**src/hdl/hsr_pkg.sv**
```systemverilog
// Package for the hot function sample ranker: sizes, codes, state and item types.
// No dependencies; every other file of the block but hsr_ram imports it.
`timescale 1ns / 1ps

package hsr_pkg;

  localparam int unsigned TABLE_DEPTH    = 4096;
  localparam int unsigned TALLY_ENTRIES  = 8;
  localparam int unsigned REPORT_ENTRIES = 5;
  localparam int unsigned QUEUE_DEPTH    = 2;

  localparam int unsigned TBL_AW  = $clog2(TABLE_DEPTH);
  localparam int unsigned CNT_W   = $clog2(TABLE_DEPTH + 1);
  localparam int unsigned TLY_CW  = $clog2(TALLY_ENTRIES + 1);
  localparam int unsigned QPTR_W  = $clog2(QUEUE_DEPTH);
  localparam int unsigned QCNT_W  = $clog2(QUEUE_DEPTH + 1);
  localparam int unsigned MODE_W  = 2;
  localparam int unsigned IDX_W   = 12;
  localparam int unsigned ADDR_W  = 32;
  localparam int unsigned HITS_W  = 16;
  localparam int unsigned RANK_W  = 3;

  localparam logic [HITS_W-1:0] HITS_MAX = '1;

  typedef enum logic [MODE_W-1:0] {
    MODE_LOAD   = 2'd0,
    MODE_SAMPLE = 2'd1,
    MODE_REPORT = 2'd2,
    MODE_NONE   = 2'd3
  } mode_e;

  typedef enum logic [1:0] {
    OP_LOAD,
    OP_SAMPLE,
    OP_REPORT
  } op_e;

  typedef enum logic [1:0] {
    SR_IDLE,
    SR_FIRST,
    SR_STEP,
    SR_DONE
  } srch_e;

  typedef enum logic [2:0] {
    B_IDLE,
    B_SAMPLE,
    B_EMPTY,
    B_SORT,
    B_LOOK,
    B_EMIT
  } back_e;

  typedef struct packed {
    op_e               op;
    logic [IDX_W-1:0]  idx;
    logic [ADDR_W-1:0] addr;
  } cmd_t;

  typedef struct packed {
    logic [ADDR_W-1:0] base;
    logic [HITS_W-1:0] hits;
    logic [ADDR_W-1:0] ex;
  } ent_t;

  typedef struct packed {
    logic              start;
    logic [ADDR_W-1:0] addr;
  } srch_req_t;

  typedef struct packed {
    logic              done;
    logic [ADDR_W-1:0] base;
    logic [ADDR_W-1:0] off;
  } srch_rsp_t;

endpackage

```
**src/hdl/hsr_search.sv**
```systemverilog
// Binary floor search over the function table, one table read per cycle.
// Depends on hsr_pkg; drives the read port of the table RAM.
`timescale 1ns / 1ps

module hsr_search
  import hsr_pkg::*;
(
  input  logic              clk_i,
  input  logic              rst_ni,
  input  srch_req_t         req_i,
  input  logic [CNT_W-1:0]  count_i,
  output logic [TBL_AW-1:0] raddr_o,
  input  logic [ADDR_W-1:0] rdata_i,
  output srch_rsp_t         rsp_o
);

  srch_e             state_q, state_d;
  logic [ADDR_W-1:0] addr_q, addr_d;
  logic [ADDR_W-1:0] best_q, best_d;
  logic              found_q, found_d;
  logic [CNT_W-1:0]  lo_q, lo_d;
  logic [CNT_W-1:0]  hi_q, hi_d;
  logic [TBL_AW-1:0] mid_q, mid_d;
  logic [CNT_W:0]    sum;
  logic              go;

  always_comb begin
    state_d = state_q;
    addr_d  = addr_q;
    best_d  = best_q;
    found_d = found_q;
    lo_d    = lo_q;
    hi_d    = hi_q;
    mid_d   = mid_q;
    go      = 1'b0;
    raddr_o = '0;
    unique case (state_q)
      SR_IDLE: begin
        if (req_i.start) begin
          addr_d  = req_i.addr;
          found_d = 1'b0;
          if (count_i == '0) begin
            state_d = SR_DONE;
          end else begin
            lo_d    = '0;
            hi_d    = count_i - CNT_W'(1);
            state_d = SR_FIRST;
          end
        end
      end
      SR_FIRST: begin
        // entry 0 is on rdata_i: below it there is no function
        if (addr_q < rdata_i) begin
          state_d = SR_DONE;
        end else begin
          found_d = 1'b1;
          best_d  = rdata_i;
          go      = 1'b1;
        end
      end
      SR_STEP: begin
        if (rdata_i <= addr_q) begin
          best_d = rdata_i;
          lo_d   = CNT_W'(mid_q) + CNT_W'(1);
          go     = (lo_d <= hi_q);
        end else if (mid_q != '0) begin
          hi_d = CNT_W'(mid_q) - CNT_W'(1);
          go   = (lo_q <= hi_d);
        end
        if (!go) begin
          state_d = SR_DONE;
        end
      end
      SR_DONE: begin
        state_d = SR_IDLE;
      end
      default: begin
        state_d = SR_IDLE;
      end
    endcase
    sum = {1'b0, lo_d} + {1'b0, hi_d};
    if (go) begin
      mid_d   = sum[TBL_AW:1];
      raddr_o = mid_d;
      state_d = SR_STEP;
    end else if (state_q == SR_IDLE) begin
      raddr_o = '0;
    end
  end

  always_ff @(posedge clk_i or negedge rst_ni) begin
    if (!rst_ni) begin
      state_q <= SR_IDLE;
      found_q <= 1'b0;
    end else begin
      state_q <= state_d;
      found_q <= found_d;
    end
  end

  always_ff @(posedge clk_i) begin
    addr_q <= addr_d;
    best_q <= best_d;
    lo_q   <= lo_d;
    hi_q   <= hi_d;
    mid_q  <= mid_d;
  end

  assign rsp_o.done = (state_q == SR_DONE);
  assign rsp_o.base = found_q ? best_q : '0;
  assign rsp_o.off  = found_q ? (addr_q - best_q) : '0;

endmodule

```
**config.mk**
```make
export PLATFORM = sky130hd
export DESIGN_NAME = hsr_search
export DESIGN_NICKNAME = d
export VERILOG_FILES = /design/src/hdl/hsr_pkg.sv /design/src/hdl/hsr_search.sv
export SDC_FILE = /design/constraint.sdc
export NUM_CORES = 1
export LEC_CHECK = 0
export ABC_CLOCK_PERIOD_IN_PS = 6300
export BUFFER_PORTS_ARGS = -buffer_cell sky130_fd_sc_hd__buf_2
export CAP_MARGIN = 25
export CORE_MARGIN = 1
export CORE_UTILIZATION = 45
export DETAILED_ROUTE_END_ITERATION = 12
export HOLD_SLACK_MARGIN = 0.08
export PLACE_DENSITY = 0.67
export SYNTH_ARGS = -nofsm -noshare
export SYNTH_HDL_FRONTEND = slang
export SYNTH_SLANG_ARGS = --single-unit
```
**constraint.sdc**
```tcl
create_clock -name clk_i -period 6.3 [get_ports clk_i]
set_input_delay 0.315 -clock clk_i [delete_from_list [all_inputs] [get_ports clk_i]]
set_output_delay 0.315 -clock clk_i [all_outputs]
set_load 0.01 [all_outputs]
```
Yosys cells after proc, flatten, opt, wreduce, memory -nomap -nowiden

Index checks and enable logic that the tools add are counted.
W data, S select, Z words.

Reductions and logical operators: 9
Magnitude comparators: 4
$add $sub $neg: 5
Equality and inequality tests: 9
Muxes and demuxes: 29

Operators by type and width:

| operator                | number |
|---|---|
| $mux W32                | 4 |
| $mux W13                | 7 |
| $pmux W32 S2            | 1 |
| $pmux W13 S2            | 2 |
| $le A32 B32 Y1          | 1 |
| $lt A32 B32 Y1          | 1 |
| $sub A32 B32 Y32        | 1 |
| $le A13 B13 Y1          | 2 |
| $add A12 B1 Y13 const B | 1 |
| $add A13 B13 Y13        | 1 |
| $logic_not A13 Y1       | 1 |
| $sub A12 B1 Y13 const B | 1 |
| $sub A13 B1 Y13 const B | 1 |
| $mux W12                | 1 |
| $reduce_bool A12 Y1     | 1 |
| $mux W2                 | 5 |
| $ne A3 B3 Y1 const B    | 3 |
| $reduce_and A3 Y1       | 3 |
| $pmux W2 S4             | 1 |
| $mux W1                 | 6 |
| $ne A2 B2 Y1 const B    | 3 |
| $eq A2 B2 Y1 const B    | 2 |
| $pmux W1 S2             | 2 |
| $reduce_bool A2 Y1      | 2 |
| 3 further kinds         | 3 |

Output and inout bits: 77
Input port bits: 80
Logic and storage cells: 63
Flip-flop bits (word level): 105

Logic depth before layout (Yosys ltp)

Word-level depth: 8
Depth in mapped cells: 23
Depth with buffers taken out: 21

Least setup slack after synthesis

Ideal clock, no wire load.

Path kind: register -> output
Start: register state_q[0]
End: output port raddr_o[11]
Data required time: 5985 ps
Arrival: 4844 ps
Buffers on the path: 3
Slack: 1141 ps
Cell stages (with the launch flop): 22
Cells stage by stage: dfrtp_1 -> inv_1 -> ha_1 -> clkbuf_1 -> and2_1 -> o41ai_2 -> and2_1 -> buf_2 -> a21o_1 -> clkbuf_1 -> a22o_1 -> ha_1 -> a21o_1 -> a21oi_1 -> o21ai_0 -> a21oi_1 -> o21ai_0 -> a21o_1 -> a21oi_1 -> xor2_1 -> xnor2_1 -> and2_1

Longest elaborated chain between the ends: 4
Elaborated cells between the ends (all ways): 8
Those cells by class: 1 x add/sub; 2 x eq/ne; 4 x mux; 1 x reduce/logical

RTL lines:

| what                                             | RTL line         | RTL |
|---|---|---|
| start: declaration                               | hsr_search.sv:17 | `srch_e state_q, state_d;` |
| start signal: assignment                         | hsr_search.sv:96 | `state_q <= state_d;` |
| $eq A2 B2 Y1 or $logic_not A2 Y1 (tied branches) | hsr_search.sv:37 | `unique case (state_q)` |
| $pmux W13 S2 (*)                                 | hsr_search.sv:37 |  |
| net lo_d[4]                                      | hsr_search.sv:21 | `logic [CNT_W-1:0] lo_q, lo_d;` |
| $add A13 B13 Y13 (*)                             | hsr_search.sv:81 | `sum = {1'b0, lo_d} + {1'b0, hi_d};` |
| net sum[12]                                      | hsr_search.sv:24 | `logic [CNT_W:0] sum;` |
| $mux W12 (*)                                     | hsr_search.sv:82 | `if (go) begin` |
| end: declaration                                 | hsr_search.sv:12 | `output logic [TBL_AW-1:0] raddr_o,` |

Mark *: on every way through the listed nets, which the timed path passes. The rest lies on a longest branch.

Worst setup path after layout

Start: register addr_q[1]
End: output port raddr_o[11]

Longest elaborated chain between the ends: 5
Elaborated cells between the ends (all ways): 12
Those cells by class: 1 x add/sub; 2 x order compare; 9 x mux

RTL lines:

| what                     | RTL line          | RTL |
|---|---|---|
| start: declaration       | hsr_search.sv:18  | `logic [ADDR_W-1:0] addr_q, addr_d;` |
| start signal: assignment | hsr_search.sv:102 | `addr_q <= addr_d;` |
| $le A32 B32 Y1           | hsr_search.sv:62  | `if (rdata_i <= addr_q) begin` |
| $mux W13                 | hsr_search.sv:62  |  |
| $pmux W13 S2             | hsr_search.sv:37  |  |
| net hi_d[1]              | hsr_search.sv:22  | `logic [CNT_W-1:0] hi_q, hi_d;` |
| $add A13 B13 Y13         | hsr_search.sv:81  |  |
| net sum[12]              | hsr_search.sv:24  |  |
| $mux W12                 | hsr_search.sv:82  |  |

The timed path passes the listed nets, and every way through them passes these cells. The select of a mux whose other input is x is not followed.

==> run metrics <==
Leak 4.54 nW; gpl congestion 0.899; Root Driver clkbuf_16; Req. time, crit path 5980 ps; crit-path cells inv_1, ha_1, nor2b_1, o211ai_1, a2111oi_0, or3_1, a21o_1, mux2i_1, a221o_1, inv_1, fa_1, inv_1, a21oi_1, o21ai_0, a21oi_1, o21ai_0, a21o_1, a21oi_1, xor2_1, xnor2_1, and2_1, buf_2; first-pass GRT wire length 34100 µm; share of the synthesized area in the top cell type 27.9%; Slew Viols, Final 0; vias in the first global route 6571; Final TNS setup 0 ps; routed len/inst 17.2 µm; most common cell after layout, fill and taps aside buf_2; Avg Cell Area, Syn 9.03 µm²; core area 0.0175 mm²; CP max stage cell a21o_1; final count of negative-setup-slack endpoints 0; Pwr Total 5.31 mW; Clock Sink Count 105; most area-hungry cell type in the Yosys netlist edfxtp_1; worst path bufs/invs 4; io pins 157; Post-synth EDFFs 76; Synth area leaders edfxtp_1 (28%), ha_1 (17%), dfxtp_1 (6.4%); Worst Path Arrival 5420 ps; prevailing post-synth register cell edfxtp_1; largest net degree at the start of global routing 60; RSZ-0062 raised after global routing false; drt first pass iters 5; fin crit share 91.0%; layout cells sized above 1 18.6%; Die Area 0.0187 mm²; flip-flop and latch count after synthesis 105; fill count 1697; Sequential Area 0.00288 mm²; Worst Path Max Fanout 23; H-tree depth 3; Post-DP HPWL 17500 µm; final hold vios 0; max incr delay on CP 640 ps; total of max-cap violations 0; CTS tree done; area grow syn2layout 17.1%; Iter 0 DRT Violations 430; Die Span Y 137 µm; TritonCTS Buffers 9; die width 137 µm; most frequent cells in the layout buf_2 (156), ha_1 (108), inv_1 (102), nor2_1 (99), edfxtp_1 (76); Slew headroom 48.6%; post-CTS setup buffers 0; Row Count 48; initial antenna violation count 3; area occupied by multi-input gates 0.00484 mm²; grt ovf 0; status completed; Synth Cell Area 0.00819 mm²; Max rail drop VDD 0.000509 V; Post-synth ARST share 2.86%; Final Skew 8.76 ps; pwr/cell area 553 mW/mm²; vias per inst 5.45; Routed WL 22200 µm; Hold WC Path Type in -> reg; Cell variety after synth 69; Starting Density 46.7%; actual slew at the worst max-slew pin 762 ps; syn nets 1097; clock slew at the register clock pins of the worst setup and hold paths 70 ps; Port Buffers 156; Final ANT Viol Nets 0; CP delay by family, top compound AO/OA/AOI/OAI gates; # DRC 0; crit start category register; Cells after Synth 907; via count 7029; post-route minimum period 5740 ps; YS warnings 0; layout net count 1247; crit path kind reg -> out; sequential cell area fraction in the yosys report 35.2%; maximum clock rate 174 MHz; crit end category primary output; Tot GR Track Use 24.2%; Clk Latency, worst-skew pair 370 ps; CTS max path bufs 2
where the power goes:
part | switching (mW) | leakage, nW | internal, mW | total, mW
Sequential | 0.201 | 0.958 | 1.09 | 1.29
Clock | 0.264 | 0.176 | 0.428 | 0.691
Combinational | 1.98 | 3.41 | 1.34 | 3.33
cell usage after synthesis (all sizes together) (3+ instances only):
| library cell | n |
|---|---|
| a22oi | 4 |
| and2 | 22 |
| and3 | 6 |
| xor2 | 28 |
| a22o | 8 |
| o41ai | 3 |
| nand4 | 19 |
| a21oi | 59 |
| nor3 | 19 |
| a311oi | 3 |
| a21boi | 5 |
| buf | 5 |
| a221o | 3 |
| o21bai | 4 |
| a21o | 23 |
| nand2b | 7 |
| a2111oi | 3 |
| mux2i | 6 |
| dfxtp | 26 |
| nand3 | 31 |
| nor2b | 10 |
| nor2 | 102 |
| inv | 104 |
| clkbuf | 18 |
| o21a | 9 |
| dfrtp | 3 |
| ha | 108 |
| edfxtp | 76 |
| nand2 | 47 |
| o31ai | 7 |
| o21ai | 47 |
| o211ai | 11 |
| or4 | 4 |
| o221ai | 3 |
| or3 | 3 |
| a221oi | 3 |
| nor4 | 9 |
| xnor2 | 35 |
final timing paths:
| kind | start | end | slack [ps] | depth (start not counted) |
|---|---|---|---|---|
| worst min-delay path | req_i[22] | addr_q[22] | 120 | 1 |
| worst min register to register | lo_q[12] | lo_q[12] | 540 | 2 |
| worst max-delay path | addr_q[1] | raddr_o[11] | 560 | 22 |
| worst max register to register | addr_q[1] | mid_q[11] | 1280 | 20 |
| min in group asynchronous | rst_ni | state_q[0] | 330 | 2 |
| max in group asynchronous | rst_ni | state_q[1] | 5870 | 2 |
registers in the layout (all words and copies together), names as in the netlist:
register	flops
addr_q	32
best_q	32
hi_q	13
lo_q	13
mid_q	12
state_q	2
found_q	1
final cells by class:
| class | count | share of cell area, % |
|---|---|---|
| tap | 225 | 2.94 |
| timing repair buffer | 162 | 8.77 |
| inverter | 104 | 4.07 |
| clock inverter | 6 | 1.36 |
| antenna | 2 | 0.0522 |
| multi-input combinational | 675 | 50.4 |
| sequential | 105 | 30.0 |
| clock buffer | 10 | 2.39 |
kinds of logic after synthesis:
kind of cell             Yosys count  share of synthesized area, %
AND/OR/NAND/NOR                  284                          16.9
AO/OA/AOI/OAI                    210                          17.3
XOR/XNOR                          63                          6.74
buffers and inverters            127                          5.88
adder cells (fa/ha/maj)          110                          17.0
flip-flops                       105                          35.2
multiplexers                       8                          1.10
per-layer routing:
layer | global-route usage (%) | vias to the layer above | wire [µm]
li1 | - | 3541 | -
met3 | 4.56 | 27 | 1180
met1 | 31.7 | 3261 | 10300
met4 | 7.39 | 2 | 377
met2 | 40.5 | 198 | 10300
met5 | 0 | - | 13
what timing repair did:
item,CTS,global route
hold buffers,1,0
hold endpoints to repair,3,0
gates resized for setup,0,0
worst register-to-register path, stage by stage, from the launching register on:
cell,delay (ps)
edfxtp_1,430
inv_1,70
ha_1,280
nor2b_1,130
o211ai_1,110
a2111oi_0,410
or3_1,280
a21o_1,640
mux2i_1,270
a221o_1,220
inv_1,80
fa_1,420
inv_1,70
a21oi_1,60
o21ai_0,310
a21oi_1,160
o21ai_0,290
a21o_1,160
a21oi_1,70
xor2_1,160
xnor2_1,140
through the flow:
step | cell area, µm² | hold WS, ps | util (%) | worst slack (ps) | cells
finish | 9590 | 118 | 54.7 | 565 | 1289
global route | 9590 | 107 | 54.7 | 169 | 1288
CTS | 9570 | 104 | 54.5 | 565 | 1286
detailed placement | 9200 | 117 | 52.4 | 953 | 1269
global placement | 9200 | 114 | 52.4 | 1100 | 1269
floorplan | 8190 | 19.4 | - | 1140 | 907
Power figures use the tool's default switching activity.
