`config.mk`:
```
export PLATFORM = sky130hd
export DESIGN_NAME = hsr_front_flat
export DESIGN_NICKNAME = d
export VERILOG_FILES = /design/src/hdl/hsr_pkg.sv /design/src/hdl/hsr_if.sv /design/src/hdl/hsr_front.sv /design/src/flat_wrapper.sv
export SDC_FILE = /design/constraint.sdc
export NUM_CORES = 1
export LEC_CHECK = 0
export BUFFER_PORTS_ARGS = -buffer_cell sky130_fd_sc_hd__buf_2
export CORE_ASPECT_RATIO = 1.75
export CORE_MARGIN = 3
export CORE_UTILIZATION = 37
export CTS_CLUSTER_DIAMETER = 50
export DETAILED_ROUTE_END_ITERATION = 8
export GPL_TIMING_DRIVEN = 0
export HOLD_SLACK_MARGIN = 0.06
export PLACE_DENSITY = 0.66
export SLEW_MARGIN = 20
export SYNTH_ARGS = -nofsm -noshare
export SYNTH_HDL_FRONTEND = slang
export SYNTH_SLANG_ARGS = --single-unit
```
`constraint.sdc`:
```
create_clock -name clk_i -period 6.1 [get_ports clk_i]
set_clock_uncertainty 0.2 [all_clocks]
set_input_delay 1.22 -clock clk_i [delete_from_list [all_inputs] [get_ports clk_i]]
set_output_delay 1.22 -clock clk_i [all_outputs]
set_load 0.03 [all_outputs]
```
`src/hdl/hsr_pkg.sv`:
```
// Package for the hot function sample ranker: sizes, codes, state and item types.
// No dependencies; every other file of the block but hsr_ram imports it.
`timescale 1ns / 1ps

package hsr_pkg;

  localparam int unsigned TABLE_DEPTH    = 4096;
  localparam int unsigned TALLY_ENTRIES  = 8;
  localparam int unsigned REPORT_ENTRIES = 5;
  localparam int unsigned QUEUE_DEPTH    = 2;

  localparam int unsigned TBL_AW  = $clog2(TABLE_DEPTH);
  localparam int unsigned CNT_W   = $clog2(TABLE_DEPTH + 1);
  localparam int unsigned TLY_CW  = $clog2(TALLY_ENTRIES + 1);
  localparam int unsigned QPTR_W  = $clog2(QUEUE_DEPTH);
  localparam int unsigned QCNT_W  = $clog2(QUEUE_DEPTH + 1);
  localparam int unsigned MODE_W  = 2;
  localparam int unsigned IDX_W   = 12;
  localparam int unsigned ADDR_W  = 32;
  localparam int unsigned HITS_W  = 16;
  localparam int unsigned RANK_W  = 3;

  localparam logic [HITS_W-1:0] HITS_MAX = '1;

  typedef enum logic [MODE_W-1:0] {
    MODE_LOAD   = 2'd0,
    MODE_SAMPLE = 2'd1,
    MODE_REPORT = 2'd2,
    MODE_NONE   = 2'd3
  } mode_e;

  typedef enum logic [1:0] {
    OP_LOAD,
    OP_SAMPLE,
    OP_REPORT
  } op_e;

  typedef enum logic [1:0] {
    SR_IDLE,
    SR_FIRST,
    SR_STEP,
    SR_DONE
  } srch_e;

  typedef enum logic [2:0] {
    B_IDLE,
    B_SAMPLE,
    B_EMPTY,
    B_SORT,
    B_LOOK,
    B_EMIT
  } back_e;

  typedef struct packed {
    op_e               op;
    logic [IDX_W-1:0]  idx;
    logic [ADDR_W-1:0] addr;
  } cmd_t;

  typedef struct packed {
    logic [ADDR_W-1:0] base;
    logic [HITS_W-1:0] hits;
    logic [ADDR_W-1:0] ex;
  } ent_t;

  typedef struct packed {
    logic              start;
    logic [ADDR_W-1:0] addr;
  } srch_req_t;

  typedef struct packed {
    logic              done;
    logic [ADDR_W-1:0] base;
    logic [ADDR_W-1:0] off;
  } srch_rsp_t;

endpackage

```
`src/hdl/hsr_if.sv`:
```
// Valid/ready channel interfaces for the sample ranker input and result items.
// Depends on hsr_pkg for field widths.
`timescale 1ns / 1ps

interface hsr_in_if;
  import hsr_pkg::*;
  logic                valid;
  logic                ready;
  logic [MODE_W-1:0]   mode;
  logic [IDX_W-1:0]    table_index;
  logic [ADDR_W-1:0]   table_addr;
  logic [ADDR_W-1:0]   sample_addr;

  modport source (output valid, mode, table_index, table_addr, sample_addr, input ready);
  modport sink   (input valid, mode, table_index, table_addr, sample_addr, output ready);
endinterface


```
`src/hdl/hsr_front.sv`:
```
// Front end: accepts input items, classifies them and queues commands for the back end.
// Depends on hsr_pkg and hsr_if.
`timescale 1ns / 1ps

module hsr_front
  import hsr_pkg::*;
(
  input  logic      clk_i,
  input  logic      rst_ni,
  hsr_in_if.sink    in_i,
  output cmd_t      cmd_o,
  output logic      cmd_valid_o,
  input  logic      cmd_pop_i
);

  cmd_t              q_mem_q [QUEUE_DEPTH];
  logic [QPTR_W-1:0] wr_ptr_q, wr_ptr_d;
  logic [QPTR_W-1:0] rd_ptr_q, rd_ptr_d;
  logic [QCNT_W-1:0] cnt_q, cnt_d;
  logic              accept;
  logic              keep;
  cmd_t              cmd_new;

  assign in_i.ready = (cnt_q != QCNT_W'(QUEUE_DEPTH));
  assign accept     = in_i.valid && in_i.ready;

  // Unused modes and idle samples leave no trace, so they never enter the queue.
  always_comb begin
    keep         = 1'b0;
    cmd_new.op   = OP_LOAD;
    cmd_new.idx  = in_i.table_index;
    cmd_new.addr = in_i.table_addr;
    unique case (mode_e'(in_i.mode))
      MODE_LOAD: begin
        keep = 1'b1;
      end
      MODE_SAMPLE: begin
        keep         = (in_i.sample_addr != '0);
        cmd_new.op   = OP_SAMPLE;
        cmd_new.addr = in_i.sample_addr;
      end
      MODE_REPORT: begin
        keep       = 1'b1;
        cmd_new.op = OP_REPORT;
      end
      MODE_NONE: begin
        keep = 1'b0;
      end
    endcase
  end

  always_comb begin
    wr_ptr_d = wr_ptr_q;
    rd_ptr_d = rd_ptr_q;
    cnt_d    = cnt_q;
    if (accept && keep) begin
      wr_ptr_d = wr_ptr_q + QPTR_W'(1);
    end
    if (cmd_pop_i) begin
      rd_ptr_d = rd_ptr_q + QPTR_W'(1);
    end
    cnt_d = cnt_q + QCNT_W'(accept && keep) - QCNT_W'(cmd_pop_i);
  end

  always_ff @(posedge clk_i or negedge rst_ni) begin
    if (!rst_ni) begin
      wr_ptr_q <= '0;
      rd_ptr_q <= '0;
      cnt_q    <= '0;
    end else begin
      wr_ptr_q <= wr_ptr_d;
      rd_ptr_q <= rd_ptr_d;
      cnt_q    <= cnt_d;
    end
  end

  always_ff @(posedge clk_i) begin
    if (accept && keep) begin
      q_mem_q[wr_ptr_q] <= cmd_new;
    end
  end

  assign cmd_valid_o = (cnt_q != '0);
  assign cmd_o       = q_mem_q[rd_ptr_q];

endmodule

```
`src/flat_wrapper.sv`:
```
// flat-port wrapper written by rule: the top's interface ports become plain ports
module hsr_front_flat import hsr_pkg::*;
  (clk_i, rst_ni, cmd_o, cmd_valid_o, cmd_pop_i, in_i_valid, in_i_mode, in_i_table_index, in_i_table_addr, in_i_sample_addr, in_i_ready);
  hsr_in_if in_i_i ();
  input  logic clk_i;
  input  logic rst_ni;
  output cmd_t cmd_o;
  output logic cmd_valid_o;
  input  logic cmd_pop_i;
  input wire logic [$bits(in_i_i.valid)-1:0] in_i_valid;
  input wire logic [$bits(in_i_i.mode)-1:0] in_i_mode;
  input wire logic [$bits(in_i_i.table_index)-1:0] in_i_table_index;
  input wire logic [$bits(in_i_i.table_addr)-1:0] in_i_table_addr;
  input wire logic [$bits(in_i_i.sample_addr)-1:0] in_i_sample_addr;
  output wire logic [$bits(in_i_i.ready)-1:0] in_i_ready;
  assign in_i_i.valid = in_i_valid;
  assign in_i_i.mode = in_i_mode;
  assign in_i_i.table_index = in_i_table_index;
  assign in_i_i.table_addr = in_i_table_addr;
  assign in_i_i.sample_addr = in_i_sample_addr;
  assign in_i_ready = in_i_i.ready;
  hsr_front u_core (.clk_i(clk_i), .rst_ni(rst_ni), .in_i(in_i_i), .cmd_o(cmd_o), .cmd_valid_o(cmd_valid_o), .cmd_pop_i(cmd_pop_i));
endmodule
```
# Word level (Yosys, flattened, before mapping)
# Memory sizes are Yosys's and may differ from the RTL's.
# Cells that the tools add are included.
dict set report word_totals {
  reg_bits 4
  latch_bits 0
  mem_bits_rw 92
  rom_bits 0
  in_bits 82
  out_inout_bits 48
  elab_cells 23
  memories 1
}
dict set report op_classes {
  n_addsub 4
  mul 0
  n_div 0
  order_cmp 0
  eq_ne 4
  shifts 0
  mux 5
  bitwise 0
  reduce_logical 6
}
# name words width read_ports rd_clocked_by_memory_dff wr line_no
set mem_list {}
lappend mem_list {u_core.q_mem_q 2 46 1 0 1 hsr_front.sv:16} ;# cmd_t q_mem_q [QUEUE_DEPTH];
# cell n
set ops {}
lappend ops {{32-bit two-way mux} 1}
lappend ops {{32-bit nonzero test} 1}
lappend ops {{2-bit equality test, second input constant} 2}
lappend ops {{2-bit case mux with 2 select lines} 1}
lappend ops {{1-bit case mux with 3 select lines} 1}
lappend ops {{1-bit adder, second input constant} 2}
lappend ops {{2-bit by 1-bit adder with 2-bit output} 1}
lappend ops {{2-bit by 1-bit equality test with 1-bit output, second input constant} 1}
lappend ops {{1-bit logical AND} 2}
lappend ops {{2-bit zero test} 1}
lappend ops {{1-bit two-way mux} 2}
lappend ops {{2-bit inequality test, second input constant} 1}
lappend ops {{2-bit nonzero test} 1}
lappend ops {{2-bit OR reduction} 1}
lappend ops {{2-bit by 1-bit subtractor with 2-bit output} 1}

# Logic depth before layout (Yosys ltp)
# Gate-level depths: netlist of run 1.
dict set report logic_depth {
  word_depth 6
  depth_mapped 7
  mapped_depth_nobuf 7
}

# Worst setup path after synthesis of run 1
# OpenSTA, ideal clock, no wires.
dict set report synth_timing {
  path_kind {input port to flip-flop}
  start {in in_i_sample_addr[1]}
  end {mem u_core.q_mem_q[0][0] (netlist name) (enable)}
  setup_ns 0.519
  arrival_time_ns 4.959
  slack_ns 0.423
  stages 4
  path_buffers 0
  path_cell_list {nor4_1 nand4_1 o21bai_1 a211oi_1}
}
dict set report synth_between {
  elab_chain_cells 5
}
# element line_no
set synth_rtl {}
lappend synth_rtl {{start, declared} flat_wrapper.sv:14} ;# input wire logic [$bits(in_i_i.sample_addr)-1:0] in_i_sample_addr;
lappend synth_rtl {{32-bit nonzero test} hsr_front.sv:38} ;# keep = (in_i.sample_addr != '0);
lappend synth_rtl {{1-bit case mux with 3 select lines} hsr_front.sv:33} ;# unique case (mode_e'(in_i.mode))
lappend synth_rtl {{1-bit logical AND} hsr_front.sv:78} ;# if (accept && keep) begin
lappend synth_rtl {{1-bit two-way mux} hsr_front.sv:78}
lappend synth_rtl {{1-bit two-way mux (implied by the code)} hsr_front.sv:79} ;# q_mem_q[wr_ptr_q] <= cmd_new;
lappend synth_rtl {{end, declared} hsr_front.sv:16}
# No other way between the ends.

# Worst setup path in the final report of run 1
dict set report layout_timing {
  start {in in_i_sample_addr[13]}
  end {mem u_core.q_mem_q[0][7] (netlist name) (enable)}
}
# The elaborated chain is that of the path after synthesis.

==> results of run 1 <==
-- synthesized netlist by cell type (all sizes together) --
library cell,number
edfxtp,92
mux2,78
buf,9
nor4,8
dfrtp,4
nand2,3
a211oi,2
a21oi,2
ha,2
inv,2
nand4,2
nor2,2
nor2b,2
xnor2,2
a21boi,1
and2,1
and3,1
nand2b,1
nand3,1
o211ai,1
o21bai,1
or2,1
or3,1
xor2,1
-- routing by layer --
layer | global-route usage (%) | vias to the layer above
li1 | - | 1158
met1 | 15.2 | 1183
met2 | 27.4 | 74
met3 | 3.82 | 10
met4 | 6.09 | 0
met5 | 0 | -
-- final timing paths --
| kind | from | end | slack [ns] | cells past startpoint |
|---|---|---|---|---|
| hold / removal | u_core.cnt_q[1] | u_core.cnt_q[1] | 0.30 | 1 |
| min in group asynchronous | rst_ni | u_core.wr_ptr_q | 0.48 | 1 |
| setup reg to reg | u_core.cnt_q[1] | u_core.q_mem_q[0][7] | 3.84 | 5 |
| setup / recovery | in_i_sample_addr[13] | u_core.q_mem_q[0][7] | 2.64 | 7 |
| max in group asynchronous | rst_ni | u_core.cnt_q[1] | 5.09 | 1 |
| hold reg to reg | u_core.cnt_q[1] | u_core.cnt_q[1] | 0.30 | 1 |
-- critical path, stage by stage --
cell	delay [ns]
buf_2	0.10
nor4_1	0.54
nand4_1	0.32
o21bai_1	0.52
a211oi_4	0.25
buf_8	0.22
buf_6	0.17
-- area by class of cell --
| class | count | area, µm² |
|---|---|---|
| repair buffers | 134 | 742 |
| inverters | 2 | 7.51 |
| flip-flops and latches | 96 | 2860 |
| plain buffers | 9 | 63.8 |
| well taps | 127 | 159 |
| clock buffers | 9 | 225 |
| fillers | 910 | 5190 |
| clock inverters | 7 | 98.8 |
| multi-input cells | 113 | 1140 |
-- cells in the final DEF (no fill, tap or decap) --
cell | netlist | layout
a21oi_4 | 0 | 1
clkinv_1 | 0 | 1
a21oi_1 | 2 | 1
and2_1 | 1 | 1
nor4_2 | 1 | 1
clkbuf_16 | 0 | 9
inv_6 | 0 | 4
inv_1 | 2 | 2
xor2_1 | 1 | 1
nor2_1 | 2 | 2
buf_16 | 0 | 2
nand2_1 | 3 | 3
a211oi_1 | 2 | 1
o211ai_1 | 1 | 1
nand4_1 | 2 | 2
dfrtp_1 | 4 | 4
buf_2 | 6 | 135
buf_6 | 3 | 4
or2_2 | 1 | 1
nand2b_1 | 1 | 1
o21bai_1 | 1 | 1
xnor2_1 | 2 | 2
buf_8 | 0 | 2
edfxtp_1 | 92 | 92
ha_1 | 2 | 2
or3_1 | 1 | 1
mux2_2 | 78 | 78
nand3_1 | 1 | 1
bufinv_16 | 0 | 2
a211oi_4 | 0 | 1
nor2b_1 | 2 | 2
nor4_1 | 7 | 7
a21boi_0 | 1 | 1
and3_1 | 1 | 1
-- state kept, by name, indices dropped and copies added, names as in the netlist --
register / count
u_core.cnt_q: 2
u_core.rd_ptr_q: 1
u_core.q_mem_q: 92
u_core.wr_ptr_q: 1
-- cells by family (layout without fill, tap and decap cells) --
family                     count (synthesis)  in the layout  synth area share, %
AOI/OAI and AO/OA                          7              7                 1.17
buffers and inverters                     11            161                 1.76
adders and majority gates                  2              2                0.618
xor gates and xnor gates                   3              3                0.649
muxes                                     78             78                 21.7
and+or+nand+nor                           23             23                 3.37
DFF                                       96             96                 70.7
-- per-stage QoR --
stage	hold slack [ns]	cells	instance area, µm²	TNS [ns]	worst slack [ns]
after global placement	0.277	476	4850	-89.37	-1.94
after global routing	0.333	497	5300	0	2.54
final	0.297	497	5300	0	2.64
after floorplan	0.260	220	4050	0	0.423
after CTS	0.305	497	5300	0	2.56
after detailed placement	0.293	481	4970	0	2.20
-- where the power goes --
part / switching [mW] / internal (mW)
Clock: 0.242 / 0.364
Combinational: 0.548 / 0.328
Sequential: 0.0340 / 0.869
Total: 0.824 / 1.56
==> impl_metrics.ini, run 1 <==
[outcome]
status = finished clean

[global_routing]
grt_max_degree = 22
overflow = 0
grt_pass1_vias = 2641
antenna_found_initial = 0
grt_pass1_wl_um = 13400
grt_usage_pct = 14.6

[worst_setup_path]
cp-start-kind = primary input
required_ns = 5.99
path_class = primary input to flop
end_kind = flop
cp_max_fo = 14
arrival_ns = 3.35

[place]
port_buffers = 129
gp_congestion = 0.693
place_hpwl_um = 6680

[clock_network]
clockBufferDepth = 2
root_buffer = clkbuf_16
clock-sinks = 96
clk_latency_ns = 0.33
cts.htree.levels = 3
ctsResizeCount = 0
path_clk_slew_ns = 0.06
postCtsSetupBuffers = 0
cts_buffers = 9
cts_tree = done
hold_buffers = 0

[detailed_routing]
wire_per_inst_um = 17.7
antenna_left = 0
drt_iter0_markers = 89
viasPerCell = 4.88
m1WireLength_um = 3090
top_layer_used = met4
drc = 0
num_vias = 2425
drtPass1Iterations = 4
wl_met3_um = 453
routed_wl_um = 8790
wl_met2_um = 5080

[timing]
slew_viol_final = 0
relSlewSlack_pct = 51.6
period_minus_slack_ns = 3.46
final.period_utilization_pct = 56.7
final-hold-violation-count = 0
fmax_ghz = 0.289
worst_slew_pin_slew_ns = 0.724
rsz0062_at_grt = false
setup_viol = 0

[logic_synthesis]
yosys_register_bits = 96
ys_top_cells_by_area = edfxtp_1, mux2_2, dfrtp_1
yosysSeqAreaShare_pct = 70.7
synth_fp_nets = 304
synthCells = 220
syn-cell-area_mm2 = 0.00405
ys_warn_count = 0
syn-mean-instance-area_um2 = 18.4
synth_top_area_share_pct = 68.3
synth_cell_types = 26
yosys.area.top_type = edfxtp_1

[cells_and_area]
diodes = 0
drive_above_1_share_pct = 64.9
fin_nets = 449
area_delta_synth_final_pct = 30.9
utilization_pct = 50.5

[floorplanning]
design.die.area_mm2 = 0.0123
chipHeight_um = 144
die_w_um = 85.1
num_io_pins = 130
core_area_mm2 = 0.0105
initial_core_util_pct = 38.6
rows = 49

[power_and_ir_drop]
power.total_mw = 2.38
power_density_mw_per_mm2 = 450
ir_drop_mv = 0.218
leakage_nw = 2.03

[run]
cap_violations = 0

[worst_hold_path]
min_path_type = flop to flop
(Power assumes the default switching activity.)
==> run 2, diff against run 1 <==
--- a/config.mk
+++ b/config.mk
@@ -13,7 +13,7 @@
 export DETAILED_ROUTE_END_ITERATION = 8
 export GPL_TIMING_DRIVEN = 0
 export HOLD_SLACK_MARGIN = 0.06
-export PLACE_DENSITY = 0.66
+export PLACE_DENSITY = 0.69
 export SLEW_MARGIN = 20
 export SYNTH_ARGS = -nofsm -noshare
 export SYNTH_HDL_FRONTEND = slang
==> constraint.sdc (replaced) <==
create_clock -name clk_i -period 2.85 [get_ports clk_i]
set_clock_uncertainty 0.2 [all_clocks]
set_input_delay 0.57 -clock clk_i [delete_from_list [all_inputs] [get_ports clk_i]]
set_output_delay 0.57 -clock clk_i [all_outputs]
set_load 0.03 [all_outputs]
==> impl_metrics.ini, run 2 (same netlist as run 1, synthesis figures left out) <==
[floorplanning]
design.die.area_mm2 = 0.0123
die_w_um = 85.1
initial_core_util_pct = 38.6
chipHeight_um = 144
rows = 49
num_io_pins = 130
core_area_mm2 = 0.0105

[worst_hold_path]
worstHoldPathCells = 1
worstHoldEndpoint = u_core.q_mem_q[1][42]
hold_start = in_i_table_index[10]
min_path_type = primary input to flop

[timing]
final.period_utilization_pct = 91.1
relSlewSlack_pct = 54.7
setup_viol = 0
rsz0062_at_grt = false
fmax_ghz = 0.385
period_minus_slack_ns = 2.60
worst_slew_pin_slew_ns = 0.678
slew_viol_final = 0
tns_ns = 0
final-hold-violation-count = 0
holdWs_ns = 0.220

[place]
place_hpwl_um = 6670
place_inst = 481
placed_cell_area_mm2 = 0.00497
port_buffers = 129
gp_congestion = 0.768

[cells_and_area]
final_area_mm2 = 0.00526
multi_input_area_mm2 = 0.00114
top_register = u_core.q_mem_q
fill_cells = 904
diodes = 0
final-seq-area_mm2 = 0.00286
largest_reg_flops = 92
reg_top3 = u_core.q_mem_q: 92 flops, u_core.cnt_q: 2 flops
final_common_cell = buf_2
area_delta_synth_final_pct = 29.9
instances_no_fill = 498
fin_nets = 450
most-common-layout-cells = buf_2, edfxtp_1, mux2_2
drive_above_1_share_pct = 64.7

[worst_setup_path]
path_class = flop to output port
end_kind = output port
cp_max_fo = 10
crit_start = u_core.rd_ptr_q
worstReg2RegEnd = u_core.q_mem_q[1][20]
arrival_ns = 1.83
reg2reg_depth = 6
r2r_start = u_core.cnt_q[1]
regToRegSetupSlack_ns = 0.60
cp-start-kind = flop
required_ns = 2.08

[clock_network]
cts_buffers = 9
clockBufferDepth = 2
clock-sinks = 96
clk_latency_ns = 0.33
path_clk_slew_ns = 0.06
root_buffer = clkbuf_16
postCtsSetupBuffers = 0
cts.htree.levels = 3
cts_tree = done

[power_and_ir_drop]
clkPwrFrac_pct = 22.1
leakage_nw = 2.00
ir_drop_mv = 0.418
switching_power_mw = 1.75
internal-power_mw = 3.15
combPwrFrac_pct = 38.5
power_density_mw_per_mm2 = 932
swShare_pct = 35.7
pwr-share-seq_pct = 39.4

[global_routing]
grt_pass1_wl_um = 13600
grt_usage_pct = 14.9
grt_max_degree = 18
grt_pass1_vias = 2652
overflow = 0
antenna_found_initial = 0

[detailed_routing]
routed_wl_um = 8840
viasPerCell = 4.92
num_vias = 2448
wire_per_inst_um = 17.8
drtPass1Iterations = 4
drc = 0
antenna_left = 0
drt_iter0_markers = 87

[outcome]
status = finished clean

[run]
cap_violations = 0
[run 2: power groups by stage]
stage / logic (mW) / clock network [mW] / registers [mW]
after global routing: 2.01 / 1.19 / 1.96
after CTS: 1.93 / 1.12 / 1.93
after detailed placement: 1.92 / 0 / 1.96
final: 1.88 / 1.08 / 1.93
after floorplan: 1.31 / 0 / 1.95
after global placement: 1.81 / 0 / 1.97
[run 2: through the flow]
stage	util, %	power, mW	setup WS (ns)
2_1_floorplan	-	3.27	0.00859
3_3_place_gp	46.4	3.78	-0.975
3_5_place_dp	47.4	3.88	-0.298
4_1_cts	50.1	4.98	0.0552
5_1_grt	50.1	5.16	0.126
6_report	50.1	4.90	0.253
[run 2: metal layers]
metal | vias up | wire (µm) | global-route usage [%]
met5 | - | 0 | 0
met3 | 13 | 442 | 3.88
met1 | 1193 | 3090 | 15.7
met2 | 82 | 5100 | 27.5
li1 | 1160 | - | -
met4 | 0 | 217 | 7.01
[run 2: critical path, stage by stage (launching register included)]
cell and delay, ns:
dfrtp_1 0.33, buf_2 0.26, buf_2 0.32, mux2_2 0.39, buf_2 0.18
[run 2: how the worst max path moves through the flow]
stage,end,slack [ns],cells after the start
2_1_floorplan,u_core.q_mem_q[1][0],0.009,4
3_3_place_gp,u_core.q_mem_q[1][19],-0.98,5
3_5_place_dp,u_core.q_mem_q[1][21],-0.30,7
4_1_cts,u_core.q_mem_q[1][20],0.06,7
5_1_grt,cmd_o[22],0.13,4
6_report,cmd_o[22],0.25,4
[run 2: final cells by class]
type | instances | area share, %
repair buffers | 135 | 14.2
clock buffers | 9 | 4.28
plain buffers | 9 | 1.21
well taps | 127 | 3.02
flip-flops and latches | 96 | 54.5
inverters | 2 | 0.143
clock inverters | 7 | 0.928
multi-input cells | 113 | 21.7
[run 2: timing repair]
| item | 4_1_cts | 5_1_grt |
|---|---|---|
| hold endpoints to repair | 4 | 0 |
| endpoints found under the setup margin | 0 | 16 |
| hold buffers | 1 | 0 |
| resized for setup | 0 | 1 |
