### src/hdl/hsr_pkg.sv
// Package for the hot function sample ranker: sizes, codes, state and item types.
// No dependencies; every other file of the block but hsr_ram imports it.
`timescale 1ns / 1ps

package hsr_pkg;

  localparam int unsigned TABLE_DEPTH    = 4096;
  localparam int unsigned TALLY_ENTRIES  = 8;
  localparam int unsigned REPORT_ENTRIES = 5;
  localparam int unsigned QUEUE_DEPTH    = 2;

  localparam int unsigned TBL_AW  = $clog2(TABLE_DEPTH);
  localparam int unsigned CNT_W   = $clog2(TABLE_DEPTH + 1);
  localparam int unsigned TLY_CW  = $clog2(TALLY_ENTRIES + 1);
  localparam int unsigned QPTR_W  = $clog2(QUEUE_DEPTH);
  localparam int unsigned QCNT_W  = $clog2(QUEUE_DEPTH + 1);
  localparam int unsigned MODE_W  = 2;
  localparam int unsigned IDX_W   = 12;
  localparam int unsigned ADDR_W  = 32;
  localparam int unsigned HITS_W  = 16;
  localparam int unsigned RANK_W  = 3;

  localparam logic [HITS_W-1:0] HITS_MAX = '1;

  typedef enum logic [MODE_W-1:0] {
    MODE_LOAD   = 2'd0,
    MODE_SAMPLE = 2'd1,
    MODE_REPORT = 2'd2,
    MODE_NONE   = 2'd3
  } mode_e;

  typedef enum logic [1:0] {
    OP_LOAD,
    OP_SAMPLE,
    OP_REPORT
  } op_e;

  typedef enum logic [1:0] {
    SR_IDLE,
    SR_FIRST,
    SR_STEP,
    SR_DONE
  } srch_e;

  typedef enum logic [2:0] {
    B_IDLE,
    B_SAMPLE,
    B_EMPTY,
    B_SORT,
    B_LOOK,
    B_EMIT
  } back_e;

  typedef struct packed {
    op_e               op;
    logic [IDX_W-1:0]  idx;
    logic [ADDR_W-1:0] addr;
  } cmd_t;

  typedef struct packed {
    logic [ADDR_W-1:0] base;
    logic [HITS_W-1:0] hits;
    logic [ADDR_W-1:0] ex;
  } ent_t;

  typedef struct packed {
    logic              start;
    logic [ADDR_W-1:0] addr;
  } srch_req_t;

  typedef struct packed {
    logic              done;
    logic [ADDR_W-1:0] base;
    logic [ADDR_W-1:0] off;
  } srch_rsp_t;

endpackage

### src/hdl/hsr_if.sv


interface hsr_out_if;
  import hsr_pkg::*;
  logic                valid;
  logic                ready;
  logic [RANK_W-1:0]   rank;
  logic [HITS_W-1:0]   hits;
  logic [ADDR_W-1:0]   func_base;
  logic [ADDR_W-1:0]   offset;
  logic [ADDR_W-1:0]   example_addr;
  logic                empty_window;
  logic                last;

  modport source (output valid, rank, hits, func_base, offset, example_addr, empty_window,
                  last, input ready);
  modport sink   (input valid, rank, hits, func_base, offset, example_addr, empty_window,
                  last, output ready);
endinterface

### src/hdl/hsr_back.sv
// Back end: table loads, tally updates, exchange sort and report output register.
// Depends on hsr_pkg and hsr_if; uses hsr_search through the top level.
`timescale 1ns / 1ps

module hsr_back
  import hsr_pkg::*;
(
  input  logic              clk_i,
  input  logic              rst_ni,
  input  cmd_t              cmd_i,
  input  logic              cmd_valid_i,
  output logic              cmd_pop_o,
  output srch_req_t         srch_req_o,
  input  srch_rsp_t         srch_rsp_i,
  output logic              tbl_we_o,
  output logic [TBL_AW-1:0] tbl_waddr_o,
  output logic [ADDR_W-1:0] tbl_wdata_o,
  hsr_out_if.source         out_o
);

  back_e             state_q, state_d;
  ent_t              slot_q [TALLY_ENTRIES];
  ent_t              slot_d [TALLY_ENTRIES];
  ent_t              shift_v [TALLY_ENTRIES];
  ent_t              cur_q, cur_d;
  ent_t              tail;
  logic [TLY_CW-1:0] used_q, used_d;
  logic [TLY_CW-1:0] len_q, len_d;
  logic [TLY_CW-1:0] steps_q, steps_d;
  logic [RANK_W-1:0] k_q, k_d;
  logic [RANK_W-1:0] n_q, n_d;
  logic [ADDR_W-1:0] off_q, off_d;
  logic [TALLY_ENTRIES-1:0] hit_v;
  logic              out_free;
  logic              clear;

  logic              ov_q, ov_d;
  logic [RANK_W-1:0] o_rank_q, o_rank_d;
  logic [HITS_W-1:0] o_hits_q, o_hits_d;
  logic [ADDR_W-1:0] o_base_q, o_base_d;
  logic [ADDR_W-1:0] o_off_q, o_off_d;
  logic [ADDR_W-1:0] o_ex_q, o_ex_d;
  logic              o_empty_q, o_empty_d;
  logic              o_last_q, o_last_d;

  assign out_free = !ov_q || out_o.ready;

  always_comb begin
    for (int j = 0; j < TALLY_ENTRIES - 1; j++) begin
      shift_v[j] = slot_q[j + 1];
    end
    shift_v[TALLY_ENTRIES - 1] = '0;
    for (int j = 0; j < TALLY_ENTRIES; j++) begin
      hit_v[j] = (TLY_CW'(j) < used_q) && (slot_q[j].base == srch_rsp_i.base);
    end
  end

  always_comb begin
    state_d     = state_q;
    slot_d      = slot_q;
    cur_d       = cur_q;
    used_d      = used_q;
    len_d       = len_q;
    steps_d     = steps_q;
    k_d         = k_q;
    n_d         = n_q;
    off_d       = off_q;
    tail        = slot_q[0];
    clear       = 1'b0;
    cmd_pop_o   = 1'b0;
    srch_req_o  = '0;
    tbl_we_o    = 1'b0;
    tbl_waddr_o = cmd_i.idx[TBL_AW-1:0];
    tbl_wdata_o = cmd_i.addr;
    ov_d        = ov_q && !out_o.ready;
    o_rank_d    = o_rank_q;
    o_hits_d    = o_hits_q;
    o_base_d    = o_base_q;
    o_off_d     = o_off_q;
    o_ex_d      = o_ex_q;
    o_empty_d   = o_empty_q;
    o_last_d    = o_last_q;
    unique case (state_q)
      B_IDLE: begin
        if (cmd_valid_i) begin
          cmd_pop_o = 1'b1;
          unique case (cmd_i.op)
            OP_LOAD: begin
              tbl_we_o = 1'b1;
            end
            OP_SAMPLE: begin
              srch_req_o.start = 1'b1;
              srch_req_o.addr  = cmd_i.addr;
              cur_d.ex         = cmd_i.addr;
              state_d          = B_SAMPLE;
            end
            OP_REPORT: begin
              if (used_q == '0) begin
                state_d = B_EMPTY;
              end else begin
                // pass 0 holds entry 0, the rest circulate through the slots
                cur_d   = slot_q[0];
                slot_d  = shift_v;
                len_d   = used_q - TLY_CW'(1);
                steps_d = used_q - TLY_CW'(1);
                k_d     = '0;
                n_d     = (used_q < TLY_CW'(REPORT_ENTRIES)) ? RANK_W'(used_q)
                                                             : RANK_W'(REPORT_ENTRIES);
                state_d = B_SORT;
              end
            end
            default: begin
            end
          endcase
        end
      end
      B_SAMPLE: begin
        if (srch_rsp_i.done) begin
          state_d = B_IDLE;
          if (srch_rsp_i.base != '0) begin
            if (hit_v != '0) begin
              for (int j = 0; j < TALLY_ENTRIES; j++) begin
                if (hit_v[j] && slot_q[j].hits != HITS_MAX) begin
                  slot_d[j].hits = slot_q[j].hits + HITS_W'(1);
                end
              end
            end else if (used_q < TLY_CW'(TALLY_ENTRIES)) begin
              for (int j = 0; j < TALLY_ENTRIES; j++) begin
                if (TLY_CW'(j) == used_q) begin
                  slot_d[j].base = srch_rsp_i.base;
                  slot_d[j].hits = HITS_W'(1);
                  slot_d[j].ex   = cur_q.ex;
                end
              end
              used_d = used_q + TLY_CW'(1);
            end
          end
        end
      end
      B_EMPTY: begin
        if (out_free) begin
          ov_d      = 1'b1;
          o_rank_d  = '0;
          o_hits_d  = '0;
          o_base_d  = '0;
          o_off_d   = '0;
          o_ex_d    = '0;
          o_empty_d = 1'b1;
          o_last_d  = 1'b1;
          clear     = 1'b1;
          state_d   = B_IDLE;
        end
      end
      B_SORT: begin
        if (steps_q == '0) begin
          srch_req_o.start = 1'b1;
          srch_req_o.addr  = cur_q.ex;
          state_d          = B_LOOK;
        end else begin
          // only a strictly greater count takes the held position
          if (slot_q[0].hits > cur_q.hits) begin
            tail  = cur_q;
            cur_d = slot_q[0];
          end
          for (int j = 0; j < TALLY_ENTRIES; j++) begin
            if (TLY_CW'(j) + TLY_CW'(1) < len_q) begin
              slot_d[j] = shift_v[j];
            end else if (TLY_CW'(j) + TLY_CW'(1) == len_q) begin
              slot_d[j] = tail;
            end
          end
          steps_d = steps_q - TLY_CW'(1);
        end
      end
      B_LOOK: begin
        if (srch_rsp_i.done) begin
          off_d   = srch_rsp_i.off;
          state_d = B_EMIT;
        end
      end
      B_EMIT: begin
        if (out_free) begin
          ov_d      = 1'b1;
          o_rank_d  = k_q;
          o_hits_d  = cur_q.hits;
          o_base_d  = cur_q.base;
          o_off_d   = off_q;
          o_ex_d    = cur_q.ex;
          o_empty_d = 1'b0;
          o_last_d  = (k_q + RANK_W'(1) == n_q);
          if (k_q + RANK_W'(1) == n_q) begin
            clear   = 1'b1;
            state_d = B_IDLE;
          end else begin
            cur_d   = slot_q[0];
            slot_d  = shift_v;
            len_d   = len_q - TLY_CW'(1);
            steps_d = len_q - TLY_CW'(1);
            k_d     = k_q + RANK_W'(1);
            state_d = B_SORT;
          end
        end
      end
      default: begin
        state_d = B_IDLE;
      end
    endcase
    if (clear) begin
      for (int j = 0; j < TALLY_ENTRIES; j++) begin
        slot_d[j] = '0;
      end
      used_d = '0;
    end
  end

  always_ff @(posedge clk_i or negedge rst_ni) begin
    if (!rst_ni) begin
      state_q <= B_IDLE;
      for (int j = 0; j < TALLY_ENTRIES; j++) begin
        slot_q[j] <= '0;
      end
      used_q  <= '0;
      len_q   <= '0;
      steps_q <= '0;
      k_q     <= '0;
      n_q     <= '0;
      ov_q    <= 1'b0;
    end else begin
      state_q <= state_d;
      slot_q  <= slot_d;
      used_q  <= used_d;
      len_q   <= len_d;
      steps_q <= steps_d;
      k_q     <= k_d;
      n_q     <= n_d;
      ov_q    <= ov_d;
    end
  end

  always_ff @(posedge clk_i) begin
    cur_q     <= cur_d;
    off_q     <= off_d;
    o_rank_q  <= o_rank_d;
    o_hits_q  <= o_hits_d;
    o_base_q  <= o_base_d;
    o_off_q   <= o_off_d;
    o_ex_q    <= o_ex_d;
    o_empty_q <= o_empty_d;
    o_last_q  <= o_last_d;
  end

  assign out_o.valid        = ov_q;
  assign out_o.rank         = o_rank_q;
  assign out_o.hits         = o_hits_q;
  assign out_o.func_base    = o_base_q;
  assign out_o.offset       = o_off_q;
  assign out_o.example_addr = o_ex_q;
  assign out_o.empty_window = o_empty_q;
  assign out_o.last         = o_last_q;

endmodule
### src/flat_wrapper.sv
// flat-port wrapper written by rule: the top's interface ports become plain ports
module hsr_back_flat import hsr_pkg::*;
  (clk_i, rst_ni, cmd_i, cmd_valid_i, cmd_pop_o, srch_req_o, srch_rsp_i, tbl_we_o, tbl_waddr_o, tbl_wdata_o, out_o_valid, out_o_rank, out_o_hits, out_o_func_base, out_o_offset, out_o_example_addr, out_o_empty_window, out_o_last, out_o_ready);
  hsr_out_if out_o_i ();
  input  logic clk_i;
  input  logic rst_ni;
  input  cmd_t cmd_i;
  input  logic cmd_valid_i;
  output logic cmd_pop_o;
  output srch_req_t srch_req_o;
  input  srch_rsp_t srch_rsp_i;
  output logic tbl_we_o;
  output logic [TBL_AW-1:0] tbl_waddr_o;
  output logic [ADDR_W-1:0] tbl_wdata_o;
  output wire logic [$bits(out_o_i.valid)-1:0] out_o_valid;
  output wire logic [$bits(out_o_i.rank)-1:0] out_o_rank;
  output wire logic [$bits(out_o_i.hits)-1:0] out_o_hits;
  output wire logic [$bits(out_o_i.func_base)-1:0] out_o_func_base;
  output wire logic [$bits(out_o_i.offset)-1:0] out_o_offset;
  output wire logic [$bits(out_o_i.example_addr)-1:0] out_o_example_addr;
  output wire logic [$bits(out_o_i.empty_window)-1:0] out_o_empty_window;
  output wire logic [$bits(out_o_i.last)-1:0] out_o_last;
  input wire logic [$bits(out_o_i.ready)-1:0] out_o_ready;
  assign out_o_valid = out_o_i.valid;
  assign out_o_rank = out_o_i.rank;
  assign out_o_hits = out_o_i.hits;
  assign out_o_func_base = out_o_i.func_base;
  assign out_o_offset = out_o_i.offset;
  assign out_o_example_addr = out_o_i.example_addr;
  assign out_o_empty_window = out_o_i.empty_window;
  assign out_o_last = out_o_i.last;
  assign out_o_i.ready = out_o_ready;
  hsr_back u_core (.clk_i(clk_i), .rst_ni(rst_ni), .cmd_i(cmd_i), .cmd_valid_i(cmd_valid_i), .cmd_pop_o(cmd_pop_o), .srch_req_o(srch_req_o), .srch_rsp_i(srch_rsp_i), .tbl_we_o(tbl_we_o), .tbl_waddr_o(tbl_waddr_o), .tbl_wdata_o(tbl_wdata_o), .out_o(out_o_i));
endmodule
### config.mk
export PLATFORM = sky130hd
export DESIGN_NAME = hsr_back_flat
export DESIGN_NICKNAME = d
export VERILOG_FILES = /design/src/hdl/hsr_pkg.sv /design/src/hdl/hsr_if.sv /design/src/hdl/hsr_back.sv /design/src/flat_wrapper.sv
export SDC_FILE = /design/constraint.sdc
export NUM_CORES = 2
export LEC_CHECK = 0
export ABC_AREA = 1
export BUFFER_PORTS_ARGS = -buffer_cell sky130_fd_sc_hd__buf_2
export CAP_MARGIN = 25
export CORE_ASPECT_RATIO = 1.5
export CORE_MARGIN = 4
export CORE_UTILIZATION = 55
export DETAILED_ROUTE_END_ITERATION = 10
export PLACE_DENSITY = 0.73
export SLEW_MARGIN = 40
export SYNTH_ARGS = -nofsm -noshare
export SYNTH_HDL_FRONTEND = slang
export SYNTH_SLANG_ARGS = --single-unit
### constraint.sdc
create_clock -name clk_i -period 13.3 [get_ports clk_i]
set_input_delay 0 -clock clk_i [delete_from_list [all_inputs] [get_ports clk_i]]
set_output_delay 0 -clock clk_i [all_outputs]
set_load 0.1 [all_outputs]
======== After elaboration in Yosys (flattened, before gate mapping) ========
Index checks and enable logic that the tools add are counted.
word-level totals
  register bits ........................... 891
  bits of input ports ..................... 115
  output and inout port bits .............. 197
  logic and storage cells ................. 364
cells by class
  $lt $le $gt $ge ......................... 19
  eq/ne operators ......................... 96
  reduce and logical (&&, ||, !) cells .... 60
  $add $sub $neg .......................... 13
  mux-type cells .......................... 133
  bitwise gates (word level) .............. 1
operators with widths
  cell                                                                          number
  640-bit two-way mux                                                           10
  640-bit case mux with 4 select lines                                          1
  80-bit two-way mux                                                            31
  64-bit two-way mux                                                            7
  16-bit two-way mux                                                            18
  32-bit equality test                                                          8
  32-bit case mux with 2 select lines                                           4
  80-bit case mux with 3 select lines                                           1
  13-bit AND reduction                                                          16
  32-bit two-way mux                                                            6
  16-bit by 1-bit adder with 16-bit output (second input constant)              8
  16-bit inequality test (second input constant)                                8
  33-bit two-way mux                                                            3
  4-bit by 1-bit inequality test with 1-bit output (second input constant)      17
  33-bit case mux with 2 select lines                                           1
  4-bit two-way mux                                                             12
  48-bit two-way mux                                                            1
  3-bit two-way mux                                                             13
  3-bit by 1-bit inequality test with 1-bit output (second input constant)      11
  3-bit by 4-bit equality test with 1-bit output (first input constant)         8
  3-bit by 4-bit less-than comparator with 1-bit output (first input constant)  8
  4-bit by 3-bit inequality test with 1-bit output (second input constant)      8
  16-bit case mux with 2 select lines                                           1
  32-bit nonzero test                                                           1
  other kinds (48)                                                              120

======== Depth between registers and ports, before layout ========
  depth after elaboration ................. 9
  gate-level depth with buffers ........... 21
  gate-level depth less buffers ........... 19

======== Worst setup path after synthesis ========
Ideal clock, no wire load.
  path type ............................... register to register
  from .................................... register u_core.state_q[1]
  to ...................................... register u_core.o_empty_q (netlist: u_core.out_o.empty_window), enable pin
  path buffers ............................ 1
  required time ........................... 12.706 ns
  slack ................................... 6.641 ns
  arrival time ............................ 6.065 ns
  clock period less this slack ............ 6.659 ns
  stages on the path, launching flop included .. 7
  setup time .............................. 0.594 ns
  path through ............................ dfrtp_1 -> inv_2 -> nand3_1 -> clkbuf_1 -> inv_1 -> nor2_1 -> nor2_1
on the way
  longest elaborated chain between the ends .. 3
  elaborated cells between the ends (all ways) .. 6
  those cells by class .................... eq/ne: 4; reduce/logical: 2
ends and longest elaborated chain
  element                                                                                                  line             text
  start, declared                                                                                          hsr_back.sv:21   back_e state_q, state_d;
  start signal, assigned                                                                                   hsr_back.sv:229  state_q <= state_d;
  3-bit equality test or 3-bit by 2-bit equality test with 1-bit output (tied branches)                    hsr_back.sv:83   unique case (state_q)
  2-bit by 1-bit inequality test with 1-bit output (no source line) or 2-bit nonzero test (tied branches)  n/a
  3-bit AND reduction (no source line) *                                                                   n/a
  end signal, assigned                                                                                     hsr_back.sv:248  o_empty_q <= o_empty_d;
  end, declared                                                                                            hsr_back.sv:43   logic o_empty_q, o_empty_d;
Every way passes the cells marked *; elsewhere a longest branch is shown, timed or not.
A chain may end at the register's enable or synchronous reset.

======== Final worst setup path ========
  from .................................... register u_core.slot_q, in the netlist u_core.shift_v[145]
  to ...................................... register u_core.slot_q, in the netlist u_core.shift_v[251]
on the way
  longest elaborated chain between the ends .. 5
ends and longest elaborated chain
  element                                                            line             text
  start, declared                                                    hsr_back.sv:22   ent_t slot_q [TALLY_ENTRIES];
  start signal, assigned                                             hsr_back.sv:230  slot_q <= slot_d;
  32-bit equality test                                               hsr_back.sv:54   hit_v[j] = (TLY_CW'(j) < used_q) && (slot_q[j].base == srch_rsp_i.base);
  1-bit logical AND                                                  hsr_back.sv:54
  8-bit nonzero test                                                 hsr_back.sv:121  if (hit_v != '0) begin
  3-bit by 2-bit inequality test with 1-bit output (no source line)  n/a
  13-bit AND reduction (no source line)                              n/a
No other way between the ends.

==> results.md <==
* Die span in x at between 200 and 300 um
* Crit path DAT at 5.55 ns
* CP endpoint kind: flop
* # port buffers at between 200 and 300
* Startpoint Class: flop
* Dpl hpwl at roughly 160 mm
* Leak at 28.86 nW
* CTS H-tree depth at 3
* Layout cells sized above 1 at 6.956%
* Root buffer cell: clkbuf_16
* Register area at 0.02344 sq mm
* Fillers at 10,200
* Global-route wire length before repair at 377.0 mm
* Commonest non-fill, non-tap cell in the layout: nand2_1
* Ports at 312
* Clock latency on the worst-skew pair at roughly 0.72 ns
* Pwr Total at 21.04 mW
* FMAX at roughly 200 MHz
* Setup TNS at 0 ns
* VDD IR-drop max at 0.3530 mV
* Synth cell types at 55
* DRC Markers at 0
* Die Y at 412.3 um
* GPL Wtd Cong at ~1.1
* Crit Path Class: flop to flop
* Die ar. at 0.1144 sq mm
* Final Hold Viols at 0
* Total wire length at around 250 mm
* Layout area overhead at 9.622%
* Synth async-reset ratio at 74.30%
* Design Area, Final at ~0.066 sq mm
* FF+latch count, synth at roughly 890
* Nets at 8,883
* Setup Skew at 0.03407 ns
* Sequential fraction of the synthesis area at 39.12%
* Mapped Nets at 8,937
* Max Cap Violations at 0
* Vias in the first global route at 61,050
* CP max FO at between 60 and 70
* Postcts setup bufs at 0
* # clock sinks at 891
* Worst hold path type: primary input to output port
* Hold buffers post-CTS at just over 100
* Vias per cell at 6.217
* Multi-input gate area at around 0.031 sq mm
* CTS tree: built
* RSZ-0062 raised after global routing: no
* Hold slack at 0.00003796 ns
* Post-DRT Antenna Nets at 0
* Initial detailed-routing violation count at 7,652
* Largest net degree at the start of global routing at between 150 and 200
* Overflow after GRT at 0
* Initial antenna violation count at 14
* Final core occ at around three fifths
* Initial cell density of the core at 55.32%
* Run status: finished, final reports clean
* Dpl cell area at 0.06136 sq mm
* Wire per inst at 24.59 um
* DR pass1 iterations at 9
* Final min period at 4.992 ns
* PwrDens at 320.2 mW/mm^2
* Synth Cell Area at about 0.060 sq mm
* Final-report max-slew violation count at 0
* YS warnings at 0
* Worst slew pin tran at 0.9674 ns
* Post-synth EDFFs at 229
* Worst rel slew slack at 35.51%
* Clock transition at the registers of the reported paths at 0.06 ns
* Via count at 63,700
* Num rows at around 150
* Setup violators final at 0
* GR Util All Layers at between 40 and 50%
* Cells after Synth at 8,787
* Resize count post-CTS at 0
* Final period utilization at 37.53%
* CTS max path bufs at 3
* Core Box Area at 0.1083 sq mm
* Cts bufs inserted at 92
* Req. time, crit path at about 14 ns
* Most frequent cells in the layout: 2,725 x nand2_1, 896 x nor2_1, 703 x o21ai_0
* Avg Inst Size Synth at 6.820 sq um
* Commonest register cell after synthesis: dfrtp_1
[critical path, cell delays in order (launching register included)]
cell and delay, ns:
dfrtp_1 0.40, inv_1 0.07, nand2_1 0.06, nand2_1 0.05, inv_1 0.04, nand2_1 0.24
nor2_1 0.38, nand2_1 0.11, nor2_2 0.58, nand3_1 0.48, nand2_1 0.27, nor2_4 0.10
nand2_4 0.17, a21oi_4 0.18, nand2_4 0.61, buf_4 0.80, o21ai_0 0.22
[cells in the mapped netlist (all sizes together) (30+ instances only)]
master,n,area share [%]
nand2,2737,17
nor2,924,5.9
o21ai,825,6.9
inv,703,4.4
a21oi,693,5.8
dfrtp,662,28
clkbuf,429,2.7
o211ai,388,4.9
nand3,351,2.9
edfxtp,229,11
buf,200,2.1
xor2,119,1.7
o22ai,103,1.1
nand4,97,1.0
xnor2,87,1.3
nor3,62,0.53
ha,35,0.73
o21a,33,0.41
nand3b,30,0.38
[per-layer routing]
layer	vias to the layer above	GRT usage, %	share of wire, %
li1	28740	-	-
met5	-	0	0.044
met3	1224	9.365	8.8
met2	3759	69.28	47
met4	16	38.34	11
met1	29970	47.05	34
[metrics by stage]
| stage | cells | setup WS (ns) |
|---|---|---|
| after detailed placement | 9955 | 8.354 |
| after floorplan | 8787 | 6.641 |
| final | 10250 | 8.308 |
| after global placement | 9952 | 8.285 |
| after global routing | 10240 | 8.123 |
| after CTS | 10230 | 8.351 |
[report_power, final]
part	switching, mW	internal [mW]
registers	1.10	4.16
logic	9.84	3.20
clock network	1.23	1.50
[final timing paths]
check | from | to | slack [ns] | depth (start not counted)
setup / recovery | u_core.shift_v[145] | u_core.shift_v[251] | 8.31 | 16
hold / removal | cmd_i[33] | tbl_waddr_o[1] | 0.00004 | 0
setup reg to reg | u_core.shift_v[145] | u_core.shift_v[251] | 8.31 | 16
hold reg to reg | u_core.slot_q[584] | u_core.slot_q[584] | 0.49 | 2
max in group asynchronous | rst_ni | u_core.shift_v[609] | 10.57 | 6
min in group asynchronous | rst_ni | u_core.shift_v[598] | 0.41 | 3
[area by class of cell]
class,count,share of cell area (%)
well taps,1425,2.714
inverters,710,4.091
repair buffers,481,5.270
flip-flops and latches,891,35.68
diodes,8,0.03047
clock buffers,122,3.893
clock inverters,52,0.7923
multi-input cells,6557,47.53
[flip-flops by register name (all words and copies together), names as in the netlist, 16 cells and up]
signal                     count
u_core.cur_q                  80
u_core.off_q                  32
u_core.out_o.example_addr     32
u_core.out_o.func_base        32
u_core.out_o.hits             16
u_core.out_o.offset           32
u_core.shift_v               560
u_core.slot_q                 80
[cell families after synthesis]
group,Yosys count,synth area share (%)
xor gates and xnor gates,206,3.011
buffers and inverters,1339,9.263
adders and majority gates,35,0.7307
muxes,1,0.01670
and+or+nand+nor,4249,28.48
DFF,891,39.12
AOI/OAI and AO/OA,2066,19.38
(Power assumes the default switching activity.)
